==> src/rtl/core/wafm_pkg.sv <==
// Shared types and constants of the wireless attack frame monitor.
package wafm_pkg;

    // Input operation and frame kind codes.
    localparam logic OP_FRAME  = 1'b0;
    localparam logic OP_TICK   = 1'b1;
    localparam logic KIND_MGMT = 1'b0;
    localparam logic KIND_DATA = 1'b1;

    // Alert codes.
    localparam logic [1:0] ALERT_DEAUTH = 2'd0;
    localparam logic [1:0] ALERT_PROBE  = 2'd1;
    localparam logic [1:0] ALERT_DUP_IP = 2'd2;
    localparam logic [1:0] ALERT_SPOOF  = 2'd3;

    // Management subtypes, taken from the high nibble of the first byte.
    localparam logic [3:0] SUB_DEAUTH   = 4'hC;
    localparam logic [3:0] SUB_DISASSOC = 4'hA;
    localparam logic [3:0] SUB_PROBE    = 4'h4;

    // ARP EtherType bytes and the reply opcode.
    localparam logic [7:0]  ETH_HI   = 8'h08;
    localparam logic [7:0]  ETH_LO   = 8'h06;
    localparam logic [15:0] OP_REPLY = 16'h0002;

    // Byte offsets inside the ARP packet, counted from the EtherType.
    localparam logic [4:0] ARP_START     = 5'd2;
    localparam logic [4:0] ARP_OP_FIRST  = 5'd8;
    localparam logic [4:0] ARP_OP_LAST   = 5'd9;
    localparam logic [4:0] ARP_SMAC_FIRST = 5'd10;
    localparam logic [4:0] ARP_SMAC_LAST = 5'd15;
    localparam logic [4:0] ARP_SIP_FIRST = 5'd16;
    localparam logic [4:0] ARP_SIP_LAST  = 5'd19;
    localparam logic [4:0] ARP_TIP_FIRST = 5'd26;
    localparam logic [4:0] ARP_TIP_LAST  = 5'd29;

    // Saturation value of a reported count.
    localparam logic [15:0] COUNT_SAT = 16'hFFFF;

    // Register indexes of the configuration port.
    localparam logic [2:0] REG_DEAUTH_THR = 3'd0;
    localparam logic [2:0] REG_PROBE_THR  = 3'd1;
    localparam logic [2:0] REG_GW_KNOWN   = 3'd2;
    localparam logic [2:0] REG_GW_MAC     = 3'd3;
    localparam logic [2:0] REG_GW_IP      = 3'd4;
    localparam logic [2:0] REG_OWN_IP     = 3'd5;
    localparam logic [2:0] REG_OWN_MAC    = 3'd6;

    // Reset values of the thresholds.
    localparam logic [15:0] DEAUTH_THR_RESET = 16'd5;
    localparam logic [15:0] PROBE_THR_RESET  = 16'd50;

    // Depth of the event queue between front and back.
    localparam int QUEUE_DEPTH = 4;
    localparam int QUEUE_AW    = $clog2(QUEUE_DEPTH);

    // Configuration as seen by the front.
    typedef struct packed {
        logic [15:0] deauth_thr;
        logic [15:0] probe_thr;
        logic        gw_known;
        logic [47:0] gw_mac;
        logic [31:0] gw_ip;
        logic [31:0] own_ip;
        logic [47:0] own_mac;
    } t_cfg;

    // One queued event: one or two alerts caused by a single input item.
    typedef struct packed {
        logic        second;
        logic [1:0]  code0;
        logic [15:0] count0;
        logic [1:0]  code1;
        logic [15:0] count1;
        logic [31:0] address;
    } t_event;

endpackage

==> src/rtl/core/wafm_front.sv <==
// Front part: accepts frame bytes and ticks, parses frames and builds alert events.
module wafm_front
    import wafm_pkg::*;
#(
    parameter int COUNT_WIDTH     = 16,
    parameter int MAX_FRAME_BYTES = 4096
) (
    input  logic       i_clk,
    input  logic       i_rst_n,
    input  logic       i_valid,
    output logic       o_ready,
    input  logic       i_operation,
    input  logic       i_kind,
    input  logic [7:0] i_byte,
    input  logic       i_first,
    input  logic       i_last,
    input  t_cfg       i_cfg,
    input  logic       i_full,
    output logic       o_push,
    output t_event     o_event
);

    localparam int IW    = $clog2(MAX_FRAME_BYTES + 1);
    localparam int CMP_W = (COUNT_WIDTH > 16) ? COUNT_WIDTH : 16;

    // ARP parser phases.
    localparam logic [1:0] PH_SEARCH  = 2'd0;
    localparam logic [1:0] PH_CAPTURE = 2'd1;
    localparam logic [1:0] PH_DONE    = 2'd2;

    logic [COUNT_WIDTH-1:0] r_deauth, n_deauth;
    logic [COUNT_WIDTH-1:0] r_disassoc, n_disassoc;
    logic [COUNT_WIDTH-1:0] r_probe, n_probe;
    logic [IW-1:0]          r_index, n_index;
    logic                   r_prev8, n_prev8;
    logic [1:0]             r_phase, n_phase;
    logic [4:0]             r_offset, n_offset;
    logic [15:0]            r_opcode, n_opcode;
    logic [47:0]            r_smac, n_smac;
    logic [31:0]            r_sip, n_sip;
    logic [31:0]            r_tip, n_tip;

    logic                   accept;
    logic                   hit_a, hit_b;
    logic [1:0]             code_a, code_b;
    logic [15:0]            cnt_a, cnt_b;
    logic [31:0]            addr;
    logic [CMP_W-1:0]       deauth_ext, disassoc_ext, probe_ext, max_ext;
    logic                   arp_enable;

    assign o_ready = !i_full;
    assign accept  = i_valid && !i_full;

    assign deauth_ext   = CMP_W'(r_deauth);
    assign disassoc_ext = CMP_W'(r_disassoc);
    assign probe_ext    = CMP_W'(r_probe);
    assign max_ext      = (deauth_ext > disassoc_ext) ? deauth_ext : disassoc_ext;
    assign arp_enable   = i_cfg.gw_known && (i_cfg.gw_mac[47:40] != 8'h00);

    // Parse one accepted item and work out the alerts it causes.
    always_comb begin
        n_deauth   = r_deauth;
        n_disassoc = r_disassoc;
        n_probe    = r_probe;
        n_index    = r_index;
        n_prev8    = r_prev8;
        n_phase    = r_phase;
        n_offset   = r_offset;
        n_opcode   = r_opcode;
        n_smac     = r_smac;
        n_sip      = r_sip;
        n_tip      = r_tip;
        hit_a      = 1'b0;
        hit_b      = 1'b0;
        code_a     = ALERT_DEAUTH;
        code_b     = ALERT_PROBE;
        cnt_a      = 16'd0;
        cnt_b      = 16'd0;
        addr       = 32'd0;
        if (accept) begin
            if (i_operation == OP_TICK) begin
                // End of a counting window: compare, report and clear.
                hit_a  = (deauth_ext > CMP_W'(i_cfg.deauth_thr)) ||
                         (disassoc_ext > CMP_W'(i_cfg.deauth_thr));
                hit_b  = probe_ext > CMP_W'(i_cfg.probe_thr);
                code_a = ALERT_DEAUTH;
                code_b = ALERT_PROBE;
                cnt_a  = (max_ext > CMP_W'(COUNT_SAT)) ? COUNT_SAT : max_ext[15:0];
                cnt_b  = (probe_ext > CMP_W'(COUNT_SAT)) ? COUNT_SAT : probe_ext[15:0];
                n_deauth   = '0;
                n_disassoc = '0;
                n_probe    = '0;
            end else begin
                if (i_first) begin
                    n_index  = '0;
                    n_prev8  = 1'b0;
                    n_phase  = PH_SEARCH;
                    n_offset = 5'd0;
                end
                if (n_index < IW'(MAX_FRAME_BYTES)) begin
                    if (i_kind == KIND_MGMT) begin
                        // Only the first byte of a management frame carries the subtype.
                        n_prev8 = 1'b0;
                        if (n_index == '0) begin
                            case (i_byte[7:4])
                                SUB_DEAUTH: begin
                                    if (r_deauth != '1) n_deauth = r_deauth + 1'b1;
                                end
                                SUB_DISASSOC: begin
                                    if (r_disassoc != '1) n_disassoc = r_disassoc + 1'b1;
                                end
                                SUB_PROBE: begin
                                    if (r_probe != '1) n_probe = r_probe + 1'b1;
                                end
                                default: begin
                                end
                            endcase
                        end
                    end else if (n_phase == PH_SEARCH) begin
                        // Look for the ARP EtherType pair.
                        if (n_prev8 && (i_byte == ETH_LO)) begin
                            n_phase  = PH_CAPTURE;
                            n_offset = ARP_START;
                            n_prev8  = 1'b0;
                        end else begin
                            n_prev8 = (i_byte == ETH_HI);
                        end
                    end else if (n_phase == PH_CAPTURE) begin
                        // Capture the ARP fields by offset.
                        if (n_offset >= ARP_OP_FIRST && n_offset <= ARP_OP_LAST) begin
                            n_opcode = {r_opcode[7:0], i_byte};
                        end else if (n_offset >= ARP_SMAC_FIRST && n_offset <= ARP_SMAC_LAST) begin
                            n_smac = {r_smac[39:0], i_byte};
                        end else if (n_offset >= ARP_SIP_FIRST && n_offset <= ARP_SIP_LAST) begin
                            n_sip = {r_sip[23:0], i_byte};
                        end else if (n_offset >= ARP_TIP_FIRST && n_offset <= ARP_TIP_LAST) begin
                            n_tip = {r_tip[23:0], i_byte};
                        end
                        if (n_offset >= ARP_TIP_LAST) begin
                            n_phase = PH_DONE;
                            if (arp_enable) begin
                                hit_a = (n_opcode == OP_REPLY) && (n_tip == i_cfg.own_ip) &&
                                        (n_smac != i_cfg.own_mac);
                                hit_b = (n_sip == i_cfg.gw_ip) && (n_smac != i_cfg.gw_mac);
                            end
                            code_a = ALERT_DUP_IP;
                            code_b = ALERT_SPOOF;
                            addr   = n_sip;
                        end else begin
                            n_offset = n_offset + 5'd1;
                        end
                    end
                    n_index = n_index + 1'b1;
                end
                if (i_last) begin
                    n_index  = '0;
                    n_prev8  = 1'b0;
                    n_phase  = PH_SEARCH;
                    n_offset = 5'd0;
                end
            end
        end
    end

    // Pack the alerts of this item into one queue entry.
    always_comb begin
        o_event        = '0;
        o_event.address = addr;
        if (hit_a) begin
            o_event.code0  = code_a;
            o_event.count0 = cnt_a;
            o_event.second = hit_b;
            o_event.code1  = code_b;
            o_event.count1 = cnt_b;
        end else begin
            o_event.code0  = code_b;
            o_event.count0 = cnt_b;
        end
    end

    assign o_push = hit_a || hit_b;

    // Parser and counter state.
    always_ff @(posedge i_clk) begin
        if (!i_rst_n) begin
            r_deauth   <= '0;
            r_disassoc <= '0;
            r_probe    <= '0;
            r_index    <= '0;
            r_prev8    <= 1'b0;
            r_phase    <= PH_SEARCH;
            r_offset   <= 5'd0;
            r_opcode   <= 16'd0;
            r_smac     <= 48'd0;
            r_sip      <= 32'd0;
            r_tip      <= 32'd0;
        end else begin
            r_deauth   <= n_deauth;
            r_disassoc <= n_disassoc;
            r_probe    <= n_probe;
            r_index    <= n_index;
            r_prev8    <= n_prev8;
            r_phase    <= n_phase;
            r_offset   <= n_offset;
            r_opcode   <= n_opcode;
            r_smac     <= n_smac;
            r_sip      <= n_sip;
            r_tip      <= n_tip;
        end
    end

endmodule

==> src/rtl/core/wafm_queue.sv <==
// Short event queue between the front and the back.
module wafm_queue
    import wafm_pkg::*;
(
    input  logic   i_clk,
    input  logic   i_rst_n,
    input  logic   i_push,
    input  t_event i_data,
    output logic   o_full,
    input  logic   i_pop,
    output t_event o_data,
    output logic   o_empty
);

    t_event              r_mem [QUEUE_DEPTH];
    logic [QUEUE_AW-1:0] r_wr_ptr;
    logic [QUEUE_AW-1:0] r_rd_ptr;
    logic [QUEUE_AW:0]   r_count;

    assign o_full  = (r_count == (QUEUE_AW + 1)'(QUEUE_DEPTH));
    assign o_empty = (r_count == '0);
    assign o_data  = r_mem[r_rd_ptr];

    // Entry storage.
    always_ff @(posedge i_clk) begin
        if (i_push) begin
            r_mem[r_wr_ptr] <= i_data;
        end
    end

    // Pointers and fill count.
    always_ff @(posedge i_clk) begin
        if (!i_rst_n) begin
            r_wr_ptr <= '0;
            r_rd_ptr <= '0;
            r_count  <= '0;
        end else begin
            if (i_push) r_wr_ptr <= r_wr_ptr + 1'b1;
            if (i_pop)  r_rd_ptr <= r_rd_ptr + 1'b1;
            case ({i_push, i_pop})
                2'b10:   r_count <= r_count + 1'b1;
                2'b01:   r_count <= r_count - 1'b1;
                default: r_count <= r_count;
            endcase
        end
    end

endmodule

==> src/rtl/core/wafm_back.sv <==
// Back part: turns queued events into one or two alert transfers.
module wafm_back
    import wafm_pkg::*;
(
    input  logic        i_clk,
    input  logic        i_rst_n,
    input  logic        i_empty,
    input  t_event      i_head,
    output logic        o_pop,
    output logic        o_valid,
    input  logic        i_ready,
    output logic [1:0]  o_code,
    output logic [15:0] o_count,
    output logic [31:0] o_address,
    output logic        o_last
);

    logic        r_valid;
    logic        r_pend;
    logic [1:0]  r_code;
    logic [15:0] r_count;
    logic [31:0] r_address;
    logic        r_last;
    logic [1:0]  r_p_code;
    logic [15:0] r_p_count;
    logic        out_free;

    assign out_free  = !r_valid || i_ready;
    assign o_pop     = out_free && !r_pend && !i_empty;
    assign o_valid   = r_valid;
    assign o_code    = r_code;
    assign o_count   = r_count;
    assign o_address = r_address;
    assign o_last    = r_last;

    // Output register control.
    always_ff @(posedge i_clk) begin
        if (!i_rst_n) begin
            r_valid <= 1'b0;
            r_pend  <= 1'b0;
        end else if (out_free) begin
            if (r_pend) begin
                r_valid <= 1'b1;
                r_pend  <= 1'b0;
            end else if (!i_empty) begin
                r_valid <= 1'b1;
                r_pend  <= i_head.second;
            end else begin
                r_valid <= 1'b0;
            end
        end
    end

    // Output payload; the second alert of a pair keeps the address of the first.
    always_ff @(posedge i_clk) begin
        if (out_free) begin
            if (r_pend) begin
                r_code  <= r_p_code;
                r_count <= r_p_count;
                r_last  <= 1'b1;
            end else if (!i_empty) begin
                r_code    <= i_head.code0;
                r_count   <= i_head.count0;
                r_address <= i_head.address;
                r_last    <= !i_head.second;
                r_p_code  <= i_head.code1;
                r_p_count <= i_head.count1;
            end
        end
    end

endmodule

==> src/rtl/core/wifi_attack_frame_monitor.sv <==
// Top level of the wireless attack frame monitor: configuration port, front, queue and back.
//
//  Channel   Direction  Transfer when               Contents
//  s_axis    in         s_axis_tvalid & tready      frame byte or interval tick
//  m_axis    out        m_axis_tvalid & tready      one alert
//  APB       in/out     psel & penable & pwrite     register write, 64-bit data
//
// One input item is accepted per cycle while the event queue is not full; an item
// raising two alerts gives two output transfers, and the back pops no further event
// until the second is loaded. A four-entry event queue separates parsing from output,
// and s_axis_tready drops only while it is full. Reset is synchronous; no clearing pass follows it.
// An alert goes from its queue entry to the output register of the back once the output is free.
module wifi_attack_frame_monitor
    import wafm_pkg::*;
#(
    parameter int COUNT_WIDTH     = 16,
    parameter int MAX_FRAME_BYTES = 4096
) (
    input  logic        i_clk,
    input  logic        i_rst_n,
    // Input stream.
    input  logic        s_axis_tvalid,
    output logic        s_axis_tready,
    input  logic [7:0]  s_axis_tdata,   // [7:0] frame_byte
    input  logic [2:0]  s_axis_tuser,   // [0] operation, [1] frame_kind, [2] first_of_frame
    input  logic        s_axis_tlast,   // last_of_frame
    // Alert stream.
    output logic        m_axis_tvalid,
    input  logic        m_axis_tready,
    output logic [47:0] m_axis_tdata,   // [15:0] alert_count, [47:16] alert_address
    output logic [1:0]  m_axis_tuser,   // [1:0] alert_code
    output logic        m_axis_tlast,   // last_alert
    // Configuration port.
    input  logic        psel,
    input  logic        penable,
    input  logic        pwrite,
    input  logic [5:0]  paddr,
    input  logic [63:0] pwdata,
    output logic [63:0] prdata,
    output logic        pready
);

    logic [15:0] r_deauth_thr;
    logic [15:0] r_probe_thr;
    logic        r_gw_known;
    logic [47:0] r_gw_mac;
    logic [31:0] r_gw_ip;
    logic [31:0] r_own_ip;
    logic [47:0] r_own_mac;

    t_cfg        cfg;
    t_event      push_event;
    t_event      head_event;
    logic        push;
    logic        pop;
    logic        full;
    logic        empty;
    logic        cfg_write;
    logic [2:0]  reg_index;
    logic [1:0]  out_code;
    logic [15:0] out_count;
    logic [31:0] out_address;

    assign pready    = 1'b1;
    assign cfg_write = psel && penable && pwrite;
    assign reg_index = paddr[5:3];

    // Configuration registers.
    always_ff @(posedge i_clk) begin
        if (!i_rst_n) begin
            r_deauth_thr <= DEAUTH_THR_RESET;
            r_probe_thr  <= PROBE_THR_RESET;
            r_gw_known   <= 1'b0;
            r_gw_mac     <= 48'd0;
            r_gw_ip      <= 32'd0;
            r_own_ip     <= 32'd0;
            r_own_mac    <= 48'd0;
        end else if (cfg_write) begin
            case (reg_index)
                REG_DEAUTH_THR: r_deauth_thr <= pwdata[15:0];
                REG_PROBE_THR:  r_probe_thr  <= pwdata[15:0];
                REG_GW_KNOWN:   r_gw_known   <= pwdata[0];
                REG_GW_MAC:     r_gw_mac     <= pwdata[47:0];
                REG_GW_IP:      r_gw_ip      <= pwdata[31:0];
                REG_OWN_IP:     r_own_ip     <= pwdata[31:0];
                REG_OWN_MAC:    r_own_mac    <= pwdata[47:0];
                default: begin
                end
            endcase
        end
    end

    // Register read-back.
    always_comb begin
        case (reg_index)
            REG_DEAUTH_THR: prdata = 64'(r_deauth_thr);
            REG_PROBE_THR:  prdata = 64'(r_probe_thr);
            REG_GW_KNOWN:   prdata = 64'(r_gw_known);
            REG_GW_MAC:     prdata = 64'(r_gw_mac);
            REG_GW_IP:      prdata = 64'(r_gw_ip);
            REG_OWN_IP:     prdata = 64'(r_own_ip);
            REG_OWN_MAC:    prdata = 64'(r_own_mac);
            default:        prdata = 64'd0;
        endcase
    end

    assign cfg.deauth_thr = r_deauth_thr;
    assign cfg.probe_thr  = r_probe_thr;
    assign cfg.gw_known   = r_gw_known;
    assign cfg.gw_mac     = r_gw_mac;
    assign cfg.gw_ip      = r_gw_ip;
    assign cfg.own_ip     = r_own_ip;
    assign cfg.own_mac    = r_own_mac;

    // Front: parsing and counting.
    wafm_front #(
        .COUNT_WIDTH     (COUNT_WIDTH),
        .MAX_FRAME_BYTES (MAX_FRAME_BYTES)
    ) u_front (
        .i_clk       (i_clk),
        .i_rst_n     (i_rst_n),
        .i_valid     (s_axis_tvalid),
        .o_ready     (s_axis_tready),
        .i_operation (s_axis_tuser[0]),
        .i_kind      (s_axis_tuser[1]),
        .i_byte      (s_axis_tdata),
        .i_first     (s_axis_tuser[2]),
        .i_last      (s_axis_tlast),
        .i_cfg       (cfg),
        .i_full      (full),
        .o_push      (push),
        .o_event     (push_event)
    );

    // Event queue.
    wafm_queue u_queue (
        .i_clk   (i_clk),
        .i_rst_n (i_rst_n),
        .i_push  (push),
        .i_data  (push_event),
        .o_full  (full),
        .i_pop   (pop),
        .o_data  (head_event),
        .o_empty (empty)
    );

    // Back: alert output.
    wafm_back u_back (
        .i_clk     (i_clk),
        .i_rst_n   (i_rst_n),
        .i_empty   (empty),
        .i_head    (head_event),
        .o_pop     (pop),
        .o_valid   (m_axis_tvalid),
        .i_ready   (m_axis_tready),
        .o_code    (out_code),
        .o_count   (out_count),
        .o_address (out_address),
        .o_last    (m_axis_tlast)
    );

    assign m_axis_tuser = out_code;
    assign m_axis_tdata = {out_address, out_count};

    // The front never writes into a full queue.
    assert property (@(posedge i_clk) disable iff (!i_rst_n) push |-> !full)
        else $error("event written into a full queue");

    // The first alert of a pair is followed at once by the closing alert.
    assert property (@(posedge i_clk) disable iff (!i_rst_n)
        (m_axis_tvalid && m_axis_tready && !m_axis_tlast) |=> (m_axis_tvalid && m_axis_tlast))
        else $error("second alert of a pair not presented");

    // ARP alerts carry no count.
    assert property (@(posedge i_clk) disable iff (!i_rst_n)
        (m_axis_tvalid && (m_axis_tuser == ALERT_DUP_IP || m_axis_tuser == ALERT_SPOOF))
        |-> (m_axis_tdata[15:0] == 16'd0))
        else $error("ARP alert with nonzero count");

endmodule
==> config.mk <==
export PLATFORM = sky130hd
export DESIGN_NAME = wifi_attack_frame_monitor
export DESIGN_NICKNAME = d
export VERILOG_FILES = /design/src/rtl/core/wafm_pkg.sv /design/src/rtl/core/wafm_front.sv /design/src/rtl/core/wafm_queue.sv /design/src/rtl/core/wafm_back.sv /design/src/rtl/core/wifi_attack_frame_monitor.sv
export SDC_FILE = /design/constraint.sdc
export NUM_CORES = 2
export LEC_CHECK = 0
export CORE_ASPECT_RATIO = 0.9
export CORE_MARGIN = 5
export CORE_UTILIZATION = 58
export DETAILED_ROUTE_END_ITERATION = 8
export DONT_BUFFER_PORTS = 1
export PLACE_DENSITY = 0.86
export SYNTH_ARGS = -nofsm -noshare
export SYNTH_HDL_FRONTEND = slang
export SYNTH_SLANG_ARGS = --single-unit
==> constraint.sdc <==
create_clock -name i_clk -period 5.4 [get_ports i_clk]
set_input_delay 0.27 -clock i_clk [delete_from_list [all_inputs] [get_ports i_clk]]
set_output_delay 0.27 -clock i_clk [all_outputs]
set_load 0.01 [all_outputs]
==> impl_metrics.py <==
metrics = {
    "route": {
        "dr.pass1.iters": 6,
        "drt_iter0_markers": 4899,
        "drt_wl_total_um": 117800,
        "drc": 0,
        "wire_per_inst_um": 26.64,
        "via_per_inst": 6.623,
        "num_vias": 29290,
        "ant_nets": 0,
    },
    "worst_setup_path": {
        "reg2reg_depth": 22,
        "crit_fanout": 14,
        "cp.required_ns": 5.96,
        "r2r-end": "u_queue.r_count[2]",
        "reg2reg_from": "u_front.r_offset[0]",
        "cp_top_family": "simple AND/OR/NAND/NOR gates",
        "path_cells": "nor2b_1 -> and3_1 -> and2_1 -> ha_1 -> buf_4 -> nor2_1 -> buf_4 -> nor3_1 -> a21oi_1 -> o2bb2ai_1 -> nor4_1 -> nand4_1 -> nand3_1 -> inv_1 -> or2_4 -> inv_2 -> ha_1 -> inv_1 -> fa_1 -> xor2_1 -> or3_1 -> a21oi_1",
        "cp-startpoint": "u_front.r_offset[0]",
        "crit_path_end": "u_queue.r_count[2]",
        "crit_cells": 22,
        "end_kind": "register",
        "ff2ff_setup_slack_ns": 0.13,
        "crit_buf_inv": 5,
        "cpMaxStageDelayCell": "nor4_1",
        "path_class": "reg -> reg",
        "critPathLaunchType": "register",
        "max_stage_delay_ns": 0.47,
        "crit_arrival_ns": 5.83,
    },
    "min_path": {
        "hold_path.class": "in -> reg",
        "holdPathStages": 5,
    },
    "yosys": {
        "synth_cell_types": 75,
        "yosysWarnings": 0,
        "synth_area_leaders": "edfxtp_1, dfxtp_1, nand2_1, a21oi_1, mux4_2",
        "ys_seq_elements": 746,
        "syn_inst": 3578,
        "ys_seq_area_frac": 0.5211,
        "async_flop_share": 0,
        "yosysTopAreaCellShare": 0.2936,
        "syn_area_um2": 35290,
        "synth_edf_count": 345,
        "synth_ff_type": "dfxtp_1",
        "avgSynthCellArea_um2": 9.862,
        "synth_area_leader_cell": "edfxtp_1",
    },
    "timing": {
        "hold_viol_final": 0,
        "finalWorstSetupSlack_ns": 0.1332,
        "min_period_ns": 5.267,
        "clock_skew_ns": 0.03111,
        "tightest_slew_ns": 1.296,
        "slew_viol_final": 0,
        "period_share": 0.9753,
        "clock.fmax_mhz": 189.9,
        "finalSetupViolCount": 0,
        "slew_headroom": 0.1351,
        "fin_setup_tns_ns": 0,
    },
    "global_route": {
        "grt_overflow": 0,
        "grt_max_degree": 184,
        "antenna_found_initial": 13,
        "grt_pass1_vias": 26980,
        "grt_pass1_wl_um": 174300,
        "grtUsageTotal": 0.3450,
    },
    "clock_network": {
        "cts_tree": "built",
        "clk_latency_ns": 0.66,
        "clk_pin_slew_ns": 0.06,
        "cts_made_buffers": 74,
        "cts_sinks": 746,
        "root_buffer": "clkbuf_16",
        "clk_path_buf_depth": 3,
        "cts_setup_buffers": 0,
        "htreeDepth": 3,
    },
    "finish": {
        "layout.nets": 3735,
        "final_area_um2": 39150,
        "n_fill_cell": 4419,
        "areaGrowthSynthToFinish_pct": 10.95,
        "most-common-layout-cells": "nand2_1, a21oi_1, dfxtp_1, edfxtp_1, nor2_1",
        "drive_gt1_frac": 0.08432,
        "final_common_cell": "nand2_1",
    },
    "floorplan": {
        "dieArea_um2": 65880,
        "io_pins": 207,
        "start_util": 0.5872,
        "coreArea_um2": 60090,
        "fp.dieW_um": 270.0,
        "die_h_um": 244.0,
        "num_rows": 85,
    },
    "placed_design": {
        "dp_slack_ns": 0.2245,
        "place_congestion": 1.060,
        "port_buffers": 0,
        "placed_area_um2": 36070,
        "hpwl_um": 79950,
    },
    "power_and_ir_drop": {
        "ir_worst_vdd_mv": 0.2650,
        "leakagePower_nw": 12.85,
        "p_total_mw": 12.89,
        "power.density_nw_per_um2": 329.2,
    },
    "outcome": {
        "status": "completed",
    },
    "job": {
        "max-cap-violations": 0,
    },
}
[stage by stage]
| stage | hold slack [ns] | utilization | instances |
|---|---|---|---|
| floorplan | 0.3940 | - | 3593 |
| global placement | 0.3608 | 0.6003 | 4212 |
| detailed placement | 0.3651 | 0.6003 | 4212 |
| CTS | 0.0009939 | 0.6510 | 4412 |
| global route | 0.03323 | 0.6512 | 4415 |
| finish | 0.01758 | 0.6515 | 4423 |
[layout make-up]
class                           instances  area [um^2]  share of cell area
Antenna cell                           11        27.53           0.0007031
Clock buffer                          108         2100             0.05363
Clock inverter                         28        310.3            0.007926
Inverter                              153        581.8             0.01486
Multi-Input combinational cell       2460        15450              0.3947
Sequential cell                       746        18390              0.4698
Tap cell                              783        979.7             0.02502
Timing Repair Buffer                  134         1304             0.03330
[routing by layer]
layer | GRT usage | part of all wire | up-vias
li1 | - | - | 12660
met1 | 0.4710 | 0.38 | 14090
met2 | 0.5052 | 0.43 | 2120
met3 | 0.1196 | 0.14 | 416
met4 | 0.1458 | 0.053 | 8
met5 | 0 | 0.00046 | -
[worst min-delay path by stage]
stage / to / slack (ns) / startpoint
floorplan: r_deauth_thr[0] / 0.39 / pwdata[0]
global placement: r_deauth_thr[0] / 0.36 / i_rst_n
detailed placement: r_deauth_thr[0] / 0.37 / i_rst_n
CTS: u_front.r_prev8 / 0.001 / s_axis_tuser[1]
global route: u_front.r_offset[0] / 0.03 / s_axis_tlast
finish: u_front.r_prev8 / 0.02 / s_axis_tuser[1]
[Yosys cell counts (all sizes together) (25+ instances only)]
| library cell | count |
|---|---|
| nand2 | 759 |
| a21oi | 423 |
| dfxtp | 401 |
| edfxtp | 345 |
| clkbuf | 186 |
| nor2 | 165 |
| inv | 152 |
| xnor2 | 131 |
| ha | 76 |
| mux2i | 73 |
| mux4 | 71 |
| o21ai | 54 |
| nor4 | 52 |
| xor2 | 50 |
| buf | 48 |
| nor3 | 48 |
| nand3 | 47 |
| nand4 | 46 |
| nor2b | 44 |
| o22ai | 40 |
| nand2b | 35 |
| and2 | 28 |
| a22oi | 25 |
[kinds of logic (layout without fill, tap and decap cells)]
family,count (synthesis),in the layout,synth area share
fa+ha+maj,77,77,0.02752
flops,746,746,0.5211
mux,164,164,0.07276
compound gates,737,737,0.1272
xor+xnor,181,181,0.04493
simple gates,1284,1284,0.1622
buf+inv,387,423,0.04411
other cells,2,28,0.0002128
[what timing repair did]
item | CTS | global route
hold buffers | 64 | 0
endpoints found under the setup margin | 0 | 1
gates resized for setup | 0 | 1
hold endpoints to repair | 265 | 0
[flip-flops by register name (all words and copies together) (netlist names), 32 cells and up, named ones only]
signal / flops
u_queue.r_mem: 276
r_gw_mac: 48
r_own_mac: 48
u_front.r_smac: 48
r_gw_ip: 32
r_own_ip: 32
u_back.o_address: 32
u_front.r_sip: 32
u_front.r_tip: 32
[worst min-delay path: cells and delay by family]
family	cells	cell delay [ns]
compound gates	3	0.20
simple gates	2	0.18
[report_power, final]
group / switching, mW / internal, mW / leakage (nW) / total [mW]
Sequential: 0.289 / 6.28 / 6.35 / 6.57
Clock: 2.29 / 2.80 / 1.16 / 5.09
Combinational: 0.721 / 0.516 / 5.35 / 1.24
Total: 3.30 / 9.59 / 12.9 / 12.9
No activity file was read; power rests on OpenSTA's default activity.
